==> config.mk <==
export PLATFORM = sky130hd
export DESIGN_NAME = handle_id_allocator
export DESIGN_NICKNAME = d
export VERILOG_FILES = /design/src/sv/hia_pkg.sv /design/src/sv/hia_ram.sv /design/src/sv/handle_id_allocator.sv
export VERILOG_INCLUDE_DIRS = /design/src /design/src/sv
export SDC_FILE = /design/constraint.sdc
export NUM_CORES = 2
export LEC_CHECK = 0
export BUFFER_PORTS_ARGS = -buffer_cell sky130_fd_sc_hd__buf_2
export CAP_MARGIN = 20
export CORE_MARGIN = 3
export CORE_UTILIZATION = 24
export DETAILED_ROUTE_END_ITERATION = 8
export PLACE_DENSITY = 0.46
export SYNTH_ARGS = -nofsm -noshare
export SYNTH_HDL_FRONTEND = slang
export SYNTH_SLANG_ARGS = --single-unit
==> constraint.sdc <==
create_clock -name i_clk -period 7.85 [get_ports i_clk]
set_input_delay 0.3925 -clock i_clk [delete_from_list [all_inputs] [get_ports i_clk]]
set_output_delay 0.3925 -clock i_clk [all_outputs]
set_load 0.02 [all_outputs]
==> src/sv/handle_id_allocator_defines.svh <==
// Assertion macros for the handle ID allocator.
// Taken in by the top level; depends on nothing.
`ifndef HANDLE_ID_ALLOCATOR_DEFINES_SVH
`define HANDLE_ID_ALLOCATOR_DEFINES_SVH

// Same-cycle implication, checked outside reset.
`define HIA_ASSERT_NOW(label, clk, rst_n, ante, cons) \
    label: assert property (@(posedge clk) disable iff (!(rst_n)) (ante) |-> (cons)) \
        else $error("handle_id_allocator: assertion failed");

// Next-cycle implication, checked outside reset.
`define HIA_ASSERT_NEXT(label, clk, rst_n, ante, cons) \
    label: assert property (@(posedge clk) disable iff (!(rst_n)) (ante) |=> (cons)) \
        else $error("handle_id_allocator: assertion failed");

`endif

==> src/sv/hia_pkg.sv <==
// Shared types, constants and helper functions of the handle ID allocator.
// No dependencies.
`default_nettype none

package hia_pkg;

    localparam int HANDLE_W = 10;
    localparam int WORD_W   = 32;
    localparam int BIT_W    = 5;
    localparam int OP_W     = 2;
    localparam int CFG_W    = 2;

    typedef logic [HANDLE_W-1:0] t_handle;
    typedef logic [WORD_W-1:0]   t_word;
    typedef logic [OP_W-1:0]     t_op;
    typedef logic [CFG_W-1:0]    t_cfg_idx;

    localparam t_op OP_ALLOC   = 2'd0;
    localparam t_op OP_REQUEST = 2'd1;
    localparam t_op OP_RELEASE = 2'd2;
    localparam t_op OP_QUERY   = 2'd3;

    localparam t_cfg_idx CFG_MIN   = 2'd0;
    localparam t_cfg_idx CFG_MAX   = 2'd1;
    localparam t_cfg_idx CFG_START = 2'd2;

    localparam t_handle RST_MIN   = 10'd1;
    localparam t_handle RST_MAX   = 10'd1023;
    localparam t_handle RST_START = 10'd1;

    // Bits of a bitmap word whose handle lies within [first, last].
    function automatic t_word span_mask(t_handle base, t_handle first, t_handle last);
        t_word   m;
        t_handle h;
        m = '0;
        for (int i = 0; i < WORD_W; i++) begin
            h    = base | t_handle'(i);
            m[i] = (h >= first) && (h <= last);
        end
        return m;
    endfunction

    // Index of the lowest set bit (0 when none is set).
    function automatic logic [BIT_W-1:0] lowest_set(t_word v);
        logic [BIT_W-1:0] idx;
        idx = '0;
        for (int i = WORD_W - 1; i >= 0; i--) begin
            if (v[i]) begin
                idx = BIT_W'(i);
            end
        end
        return idx;
    endfunction

endpackage

`default_nettype wire

==> src/sv/hia_ram.sv <==
// Generic single-port-write, single-port-read RAM with registered read data.
// No dependencies.
`default_nettype none

module hia_ram #(
    parameter int WIDTH = 32,
    parameter int DEPTH = 32
) (
    input  wire                                   i_clk,
    input  wire                                   i_we,
    input  wire  [(DEPTH > 1 ? $clog2(DEPTH) : 1)-1:0] i_waddr,
    input  wire  [WIDTH-1:0]                      i_wdata,
    input  wire                                   i_re,
    input  wire  [(DEPTH > 1 ? $clog2(DEPTH) : 1)-1:0] i_raddr,
    output logic [WIDTH-1:0]                      o_rdata
);

    logic [WIDTH-1:0] r_mem [DEPTH];

    always_ff @(posedge i_clk) begin
        if (i_we) begin
            r_mem[i_waddr] <= i_wdata;
        end
        if (i_re) begin
            o_rdata <= r_mem[i_raddr];
        end
    end

endmodule

`default_nettype wire

==> src/sv/handle_id_allocator.sv <==
// Handle ID allocator: next-fit allocation of non-zero handles over a used bitmap.
// Depends on hia_pkg, hia_ram and handle_id_allocator_defines.svh.
`default_nettype none

// One word in, one word out. The used bitmap sits in a RAM of 32-bit words
// with registered read; each RAM word carries a flag flip-flop that reset
// clears, and a word whose flag is clear reads as all free, so there is no
// clearing pass after reset. Release, query and a request that is granted
// directly read one bitmap word, then evaluate and write back, then hand the
// result off to the output register. A release or query handle beyond the
// table is answered without a bitmap read. Allocate, and a request that
// falls back to allocate after reading its own word, sweeps the bitmap from
// the cursor word by word (RAM read then evaluate), then hands the result
// off to the output register. One word is worked on at a time; the next is
// taken once the result sits in the output register, while that result may
// still wait for the sink. Configuration writes (index 0 minimum handle, 1
// maximum handle, 2 start handle) reload the cursor from the start handle;
// the cursor is clamped into the current range when a sweep begins.
module handle_id_allocator #(
    parameter int HANDLE_COUNT = 1024
) (
    input  wire                  i_clk,
    input  wire                  i_rst_n,
    // configuration write port
    input  wire                  i_cfg_we,
    input  wire  hia_pkg::t_cfg_idx i_cfg_addr,
    input  wire  hia_pkg::t_handle  i_cfg_wdata,
    // command stream
    input  wire                  i_s_axis_tvalid,
    output logic                 o_s_axis_tready,
    input  wire  [15:0]          i_s_axis_tdata,   // [9:0] handle_in, rest zero
    input  wire  [1:0]           i_s_axis_tuser,   // [1:0] op
    // result stream
    output logic                 o_m_axis_tvalid,
    input  wire                  i_m_axis_tready,
    output logic [15:0]          o_m_axis_tdata,   // [9:0] handle_out, rest zero
    output logic                 o_m_axis_tuser    // [0] success
);

    import hia_pkg::*;

`include "handle_id_allocator_defines.svh"

    // Table geometry
    localparam int      MAP_DEPTH = (HANDLE_COUNT > 1024) ? 1024 : HANDLE_COUNT;
    localparam int      WORDS     = (MAP_DEPTH + WORD_W - 1) / WORD_W;
    localparam int      WA        = (WORDS > 1) ? $clog2(WORDS) : 1;
    localparam t_handle TOP       = t_handle'(MAP_DEPTH - 1);

    localparam logic [1:0] S_IDLE = 2'd0;
    localparam logic [1:0] S_RD   = 2'd1;
    localparam logic [1:0] S_EV   = 2'd2;
    localparam logic [1:0] S_DONE = 2'd3;

    // Configuration and cursor
    t_handle r_min, r_max, r_start, r_cursor, n_cursor;

    // Sequencer
    logic [1:0]    r_state, n_state;
    t_op           r_op, n_op;
    t_handle       r_h, n_h;
    t_handle       r_pos, n_pos;
    logic [WA-1:0] r_word, n_word;
    logic          r_scan, n_scan;     // sweeping for a free handle, else single check
    logic          r_phase, n_phase;   // second leg of the sweep, after the wrap
    t_handle       r_res_h, n_res_h;
    logic          r_res_ok, n_res_ok;
    logic [WORDS-1:0] r_valid;

    // Output register
    logic    r_out_valid;
    t_handle r_out_h;
    logic    r_out_ok;

    // Range, clamped cursor
    t_handle lo, hi, cur_pos;
    logic    empty;

    // Bitmap access
    t_word            ram_rdata, d, mask, free_bits;
    logic             ram_we;
    t_word            ram_wdata;
    logic [BIT_W-1:0] fbit, hbit_sel;
    logic             any_free, hbit;
    t_handle          base, grant;
    t_word            onehot_f, onehot_h;

    t_handle in_h;
    t_op     in_op;
    logic    in_acc;

    assign in_h   = i_s_axis_tdata[HANDLE_W-1:0];
    assign in_op  = i_s_axis_tuser;
    assign in_acc = i_s_axis_tvalid && o_s_axis_tready;

    assign lo      = (r_min == '0) ? t_handle'(1) : r_min;
    always_comb begin
        hi = (r_max >= lo) ? r_max : TOP;
        if (hi > TOP) begin
            hi = TOP;
        end
    end
    assign empty   = lo > hi;
    assign cur_pos = (r_cursor < lo) ? lo : ((r_cursor > hi) ? hi : r_cursor);

    hia_ram #(
        .WIDTH(WORD_W),
        .DEPTH(WORDS)
    ) u_map (
        .i_clk  (i_clk),
        .i_we   (ram_we),
        .i_waddr(r_word),
        .i_wdata(ram_wdata),
        .i_re   (r_state == S_RD),
        .i_raddr(r_word),
        .o_rdata(ram_rdata)
    );

    // Word not yet written since reset reads as all free
    assign d         = r_valid[r_word] ? ram_rdata : '0;
    assign base      = t_handle'({r_word, {BIT_W{1'b0}}});
    assign mask      = r_phase ? span_mask(base, lo, r_pos - t_handle'(1))
                               : span_mask(base, r_pos, hi);
    assign free_bits = ~d & mask;
    assign any_free  = |free_bits;
    assign fbit      = lowest_set(free_bits);
    assign grant     = t_handle'({r_word, fbit});
    assign hbit_sel  = r_h[BIT_W-1:0];
    assign hbit      = d[hbit_sel];
    assign onehot_f  = t_word'(1) << fbit;
    assign onehot_h  = t_word'(1) << hbit_sel;

    always_comb begin
        n_state   = r_state;
        n_op      = r_op;
        n_h       = r_h;
        n_pos     = r_pos;
        n_word    = r_word;
        n_scan    = r_scan;
        n_phase   = r_phase;
        n_res_h   = r_res_h;
        n_res_ok  = r_res_ok;
        n_cursor  = r_cursor;
        ram_we    = 1'b0;
        ram_wdata = d;

        unique case (r_state)
            S_IDLE: begin
                if (in_acc) begin
                    n_op    = in_op;
                    n_h     = in_h;
                    n_pos   = cur_pos;
                    n_phase = 1'b0;
                    n_res_h = in_h;
                    n_res_ok = 1'b0;
                    case (in_op) inside
                        OP_RELEASE, OP_QUERY: begin
                            // beyond the table: never held
                            if (in_h <= TOP) begin
                                n_scan  = 1'b0;
                                n_word  = in_h[BIT_W +: WA];
                                n_state = S_RD;
                            end else begin
                                n_state = S_DONE;
                            end
                        end
                        default: begin
                            if (in_op == OP_REQUEST && in_h >= lo && in_h <= hi) begin
                                n_scan  = 1'b0;
                                n_word  = in_h[BIT_W +: WA];
                                n_state = S_RD;
                            end else if (empty) begin
                                n_res_h = '0;
                                n_state = S_DONE;
                            end else begin
                                n_scan  = 1'b1;
                                n_word  = cur_pos[BIT_W +: WA];
                                n_state = S_RD;
                            end
                        end
                    endcase
                end
            end

            S_RD: begin
                n_state = S_EV;
            end

            S_EV: begin
                if (!r_scan) begin
                    n_res_h = r_h;
                    case (r_op)
                        OP_REQUEST: begin
                            if (!hbit) begin
                                ram_we    = 1'b1;
                                ram_wdata = d | onehot_h;
                                n_res_ok  = 1'b1;
                                n_state   = S_DONE;
                            end else begin
                                // held: fall back to a sweep from the cursor
                                n_scan  = 1'b1;
                                n_word  = r_pos[BIT_W +: WA];
                                n_state = S_RD;
                            end
                        end
                        OP_RELEASE: begin
                            if (hbit) begin
                                ram_we    = 1'b1;
                                ram_wdata = d & ~onehot_h;
                            end
                            n_res_ok = hbit;
                            n_state  = S_DONE;
                        end
                        default: begin
                            n_res_ok = hbit;
                            n_state  = S_DONE;
                        end
                    endcase
                end else if (any_free) begin
                    ram_we    = 1'b1;
                    ram_wdata = d | onehot_f;
                    n_res_h   = grant;
                    n_res_ok  = 1'b1;
                    n_cursor  = (grant >= hi) ? lo : grant + t_handle'(1);
                    n_state   = S_DONE;
                end else if (!r_phase && r_word == hi[BIT_W +: WA]) begin
                    // top reached: wrap to the bottom of the range
                    n_phase = 1'b1;
                    n_word  = lo[BIT_W +: WA];
                    n_state = S_RD;
                end else if (r_phase && r_word == r_pos[BIT_W +: WA]) begin
                    // back at the start: range full
                    n_res_h  = '0;
                    n_res_ok = 1'b0;
                    n_state  = S_DONE;
                end else begin
                    n_word  = r_word + 1'b1;
                    n_state = S_RD;
                end
            end

            S_DONE: begin
                if (!r_out_valid || i_m_axis_tready) begin
                    n_state = S_IDLE;
                end
            end

            default: begin
                n_state = S_IDLE;
            end
        endcase

        // The user is to make Config writes only while idle; the block itself does
        // not enforce it. The stored start value is clamped when a sweep begins
        if (i_cfg_we) begin
            case (i_cfg_addr) inside
                CFG_START: n_cursor = i_cfg_wdata;
                CFG_MIN, CFG_MAX: n_cursor = r_start;
                default: ;
            endcase
        end
    end

    always_ff @(posedge i_clk) begin
        if (!i_rst_n) begin
            r_state     <= S_IDLE;
            r_valid     <= '0;
            r_out_valid <= 1'b0;
            r_min       <= RST_MIN;
            r_max       <= RST_MAX;
            r_start     <= RST_START;
            r_cursor    <= RST_START;
        end else begin
            r_state  <= n_state;
            r_cursor <= n_cursor;
            if (ram_we) begin
                r_valid[r_word] <= 1'b1;
            end
            if (i_cfg_we) begin
                case (i_cfg_addr)
                    CFG_MIN:   r_min   <= i_cfg_wdata;
                    CFG_MAX:   r_max   <= i_cfg_wdata;
                    CFG_START: r_start <= i_cfg_wdata;
                    default: ;
                endcase
            end
            if (r_state == S_DONE && (!r_out_valid || i_m_axis_tready)) begin
                r_out_valid <= 1'b1;
            end else if (i_m_axis_tready) begin
                r_out_valid <= 1'b0;
            end
        end
    end

    // Payload registers
    always_ff @(posedge i_clk) begin
        r_op     <= n_op;
        r_h      <= n_h;
        r_pos    <= n_pos;
        r_word   <= n_word;
        r_scan   <= n_scan;
        r_phase  <= n_phase;
        r_res_h  <= n_res_h;
        r_res_ok <= n_res_ok;
        if (r_state == S_DONE && (!r_out_valid || i_m_axis_tready)) begin
            r_out_h  <= r_res_h;
            r_out_ok <= r_res_ok;
        end
    end

    assign o_s_axis_tready = (r_state == S_IDLE);
    assign o_m_axis_tvalid = r_out_valid;
    assign o_m_axis_tdata  = {{(16 - HANDLE_W){1'b0}}, r_out_h};
    assign o_m_axis_tuser  = r_out_ok;

    // Bitmap is only written back in the evaluate step
    `HIA_ASSERT_NOW(a_we_in_eval, i_clk, i_rst_n, ram_we, r_state == S_EV)
    // An accepted word always leaves idle
    `HIA_ASSERT_NEXT(a_accept_busy, i_clk, i_rst_n, in_acc, r_state != S_IDLE)
    // A finished result with a free output slot is presented next cycle
    `HIA_ASSERT_NEXT(a_handoff, i_clk, i_rst_n,
        r_state == S_DONE && (!r_out_valid || i_m_axis_tready), o_m_axis_tvalid)
    // A swept grant lies within the range
    `HIA_ASSERT_NOW(a_grant_range, i_clk, i_rst_n,
        r_state == S_EV && r_scan && any_free, grant >= lo && grant <= hi)

endmodule

`default_nettype wire
==> metrics.md <==
| Metric | Value |
|---|---|
| EDFF count, synth | `1107` |
| Final instance area | `0.0644 sq mm` |
| Total GRT Usage | `0.161` |
| GPL Wtd Cong | `0.958` |
| Met1 usage | `0.234` |
| Antenna diodes | `0` |
| CP peak stage delay | `around 410 ps` |
| Ys async rst share | `0` |
| Top post-synthesis cells by area | `edfxtp_1 63%, mux4_2 11%, dfxtp_1 2.8%` |
| First-pass GRT wire length | `262000 um` |
| Yosys top cell area share | `0.629` |
| Final worst-path cycle share | `0.955` |
| Critical R2R Capture | `r_cursor[1]` |
| Hold Crit Depth | `4` |
| Largest net degree at the start of global routing | `120` |
| Crit start category | `flip-flop` |
| Crit path kind | `reg -> reg` |
| Worst setup margin | `approximately 350 ps` |
| Antenna violations before repair | `2` |
| Max Slew Vio Count | `0` |
| Met2 GRT Util | `0.251` |
| Register area share after synthesis | `0.658` |
| Skew-Pair Late Insertion Delay | `790 ps` |
| Row cnt | `171` |
| Synth unique cells | `105` |
| Core area | `0.218 sq mm` |
| Initial drt markers | `3393` |
| Top FF cell, synth | `edfxtp_1` |
| Clock Path Buffers | `3` |
| Routed vias/inst | `5.05` |
| Yosys Warn Count | `0` |
| Congestion Overflow GR | `0` |
| Peak supply drop | `0.198 mV` |
| R2r setup slk | `roughly 350 ps` |
| Synth Register Bits | `approximately 1200` |
| Die height | `475 um` |
| Post-DP Area | `0.0596 sq mm` |
| Vias in the first global route | `about 34000` |
| Final setup fails | `0` |
| Met3 Use GR | `0.0228` |
| Syn Area/Cell | `15.3 sq um` |
| Arr. time, crit path | `8150 ps` |
| Hold crit path type | `in -> reg` |
| Layout cells sized above 1 | `0.254` |
| DR vias | `34000` |
| Post-route ant nets | `0` |
| Area grow syn2layout | `21.8%` |
| Crit path top cell by count | `buf_4` |
| Average wire per cell in the routed design | `27.4 um` |
| DRC | `0` |
| CTS tree | `built` |
| Worst Hold End | `r_cursor[3]` |
| Io pins | `54` |
| Root buffer cell | `clkbuf_16` |
| HP Start | `i_cfg_addr[1]` |
| Cell taking the most area after synthesis | `edfxtp_1` |
| Slowest cell on the critical path | `a211o_4` |
| Mapped Area | `0.0528 sq mm` |
| Port Buffers | `between 40 and 50` |
| Critical Path Fanout Max | `6` |
| Slew @ Worst Pin | `1110 ps` |
| MaxCap Viol Count | `0` |
| GR peak layer | `met2` |
| First-pass DRT Iterations | `5` |
| Clock period minus worst slack | `~7500 ps` |
| PD cells | `between 200 and 250 mW/mm^2` |
| Fmax | `0.133 GHz` |
| DIE AREA | `0.226 sq mm` |
| Hpwl dp | `121000 um` |
| Cts bufs inserted | `~130` |
| Total clock sinks | `1182` |
| Gate Count Post-Synth | `about 3400` |
| Drt total wl | `185000 um` |
| Htree depth | `4` |
| Crit path required time | `8500 ps` |
| R2R cell count | `38` |
| R2R Path Start | `r_min[1]` |
| Final Hold Violating Endpoints | `0` |
| Slew headroom | `0.252` |
| Static Leak | `0.0194 uW` |
| Worst Setup Slack post-DPL | `-307 ps` |
| Outcome | `finished clean` |
| Initial core utilization | `0.242` |
| Final net count | `3902` |
| Critical path endpoint category | `flip-flop` |
| DIE WIDTH | `around 480 um` |
| Clk slew on worst S/H paths | `60 ps` |
| Worst Clk Skew | `approximately 42 ps` |
[report_power, final]
group / switching (uW) / total (uW) / internal (uW)
registers: 58.5 / 6960 / 6900
logic: 1430 / 2240 / 811
clock network: 2670 / 6050 / 3380
[routing by layer]
| layer | part of all wire | wire (um) |
|---|---|---|
| met1 | 0.46 | 85300 |
| met2 | 0.46 | 84800 |
| met3 | 0.053 | 9700 |
| met4 | 0.026 | 4720 |
| met5 | 0 | 0 |
[what timing repair did]
action                                  in CTS  in global routing
gates resized for setup                      3                 30
pin swaps                                    0                  6
hold endpoints to repair                    54                  0
hold buffers                                24                  0
setup buffers                                0                  6
endpoints found under the setup margin      10                360
[worst max path at each step]
stage	to	startpoint	slack (ps)
floorplan	r_cursor[9]	r_min[3]	20
global placement	r_cursor[2]	r_min[1]	-300
detailed placement	r_cursor[2]	r_min[1]	-310
CTS	r_cursor[2]	r_min[1]	60
global route	r_cursor[2]	r_min[1]	-50
finish	r_cursor[1]	r_min[1]	350
[placed cells by master (no fill, tap or decap), drive strengths merged, types with 12 or more instances in the layout]
master | Yosys | routed
o211ai | 28 | 28
or3 | 12 | 12
a21o | 35 | 35
mux2i | 31 | 31
dfxtp | 75 | 75
buf | 61 | 385
ha | 99 | 99
and3 | 21 | 21
a221oi | 24 | 24
a211oi | 24 | 24
dlygate4sd3 | 0 | 24
nor3 | 38 | 38
o21a | 21 | 21
nor2 | 154 | 154
edfxtp | 1107 | 1107
nand4 | 58 | 58
nand3 | 53 | 53
nor4 | 14 | 14
clkinv | 5 | 63
nand2b | 22 | 22
o31ai | 20 | 20
a22oi | 153 | 153
clkbuf | 163 | 163
mux4 | 263 | 263
nand2 | 293 | 293
xnor2 | 18 | 18
and2 | 22 | 22
nor2b | 16 | 16
o21ai | 171 | 171
a31oi | 22 | 22
inv | 56 | 63
o22ai | 28 | 28
a21oi | 141 | 141
[synth_stat cells (22+ instances only)]
master,number
a21o_1,35
a21oi_1,138
a22oi_1,153
buf_1,28
clkbuf_1,161
dfxtp_1,75
edfxtp_1,1107
ha_1,99
inv_1,52
mux2i_1,30
mux4_2,263
nand2_1,291
nand2b_1,22
nand3_1,53
nand4_1,58
nor2_1,152
nor3_1,37
o211ai_1,24
o21ai_0,127
o21ai_1,44
o22ai_1,28
[layout make-up]
class	instances	area, sq um
sequential	1182	34700
multi-input combinational	1982	17500
fill	21600	154000
clock inverter	75	753
inverter	61	229
timing repair buffer	410	4040
clock buffer	162	3490
tap	2854	3570
[flip-flops by register name, summed over array words and instances (netlist names)]
| name | count |
|---|---|
| r_state | 2 |
| r_word | 5 |
| r_out_h | 10 |
| r_cursor | 10 |
| r_op | 2 |
| r_h | 10 |
| r_max | 10 |
| r_res_ok | 1 |
| o_m_axis_tuser | 1 |
| r_scan | 1 |
| u_map.r_mem | 1024 |
| o_m_axis_tvalid | 1 |
| r_pos | 10 |
| r_valid | 32 |
| r_min | 10 |
| r_res_h | 10 |
| r_start | 10 |
| r_phase | 1 |
| u_map.o_rdata | 32 |
[stage by stage]
step	hold slack, ps	setup TNS (ps)	utilization	total power (uW)	std cells
finish	76.7	0	0.295	15200	6726
global route	95.5	-76.4	0.295	15800	6726
CTS	18.1	0	0.294	15400	6718
detailed placement	405	-1700	0.273	9260	6457
global placement	401	-1250	0.273	9270	6456
floorplan	400	0	-	8260	3449
[worst max-delay path, delay by kind of cell (launching register included)]
family | cells | cell delay (ps)
DFF | 1 | 310
AOI/OAI and AO/OA | 18 | 3800
buffers and inverters | 5 | 790
and+or+nand+nor | 12 | 1650
adders and majority gates | 3 | 810
[logic make-up after synthesis]
group	synth area share
simple gates	0.0681
buf+inv	0.0219
compound gates	0.105
xor+xnor	0.00348
fa+ha+maj	0.0240
flops	0.658
mux	0.120
other cells	0.0000710
Note: power is estimated with default switching activity, not from simulation.
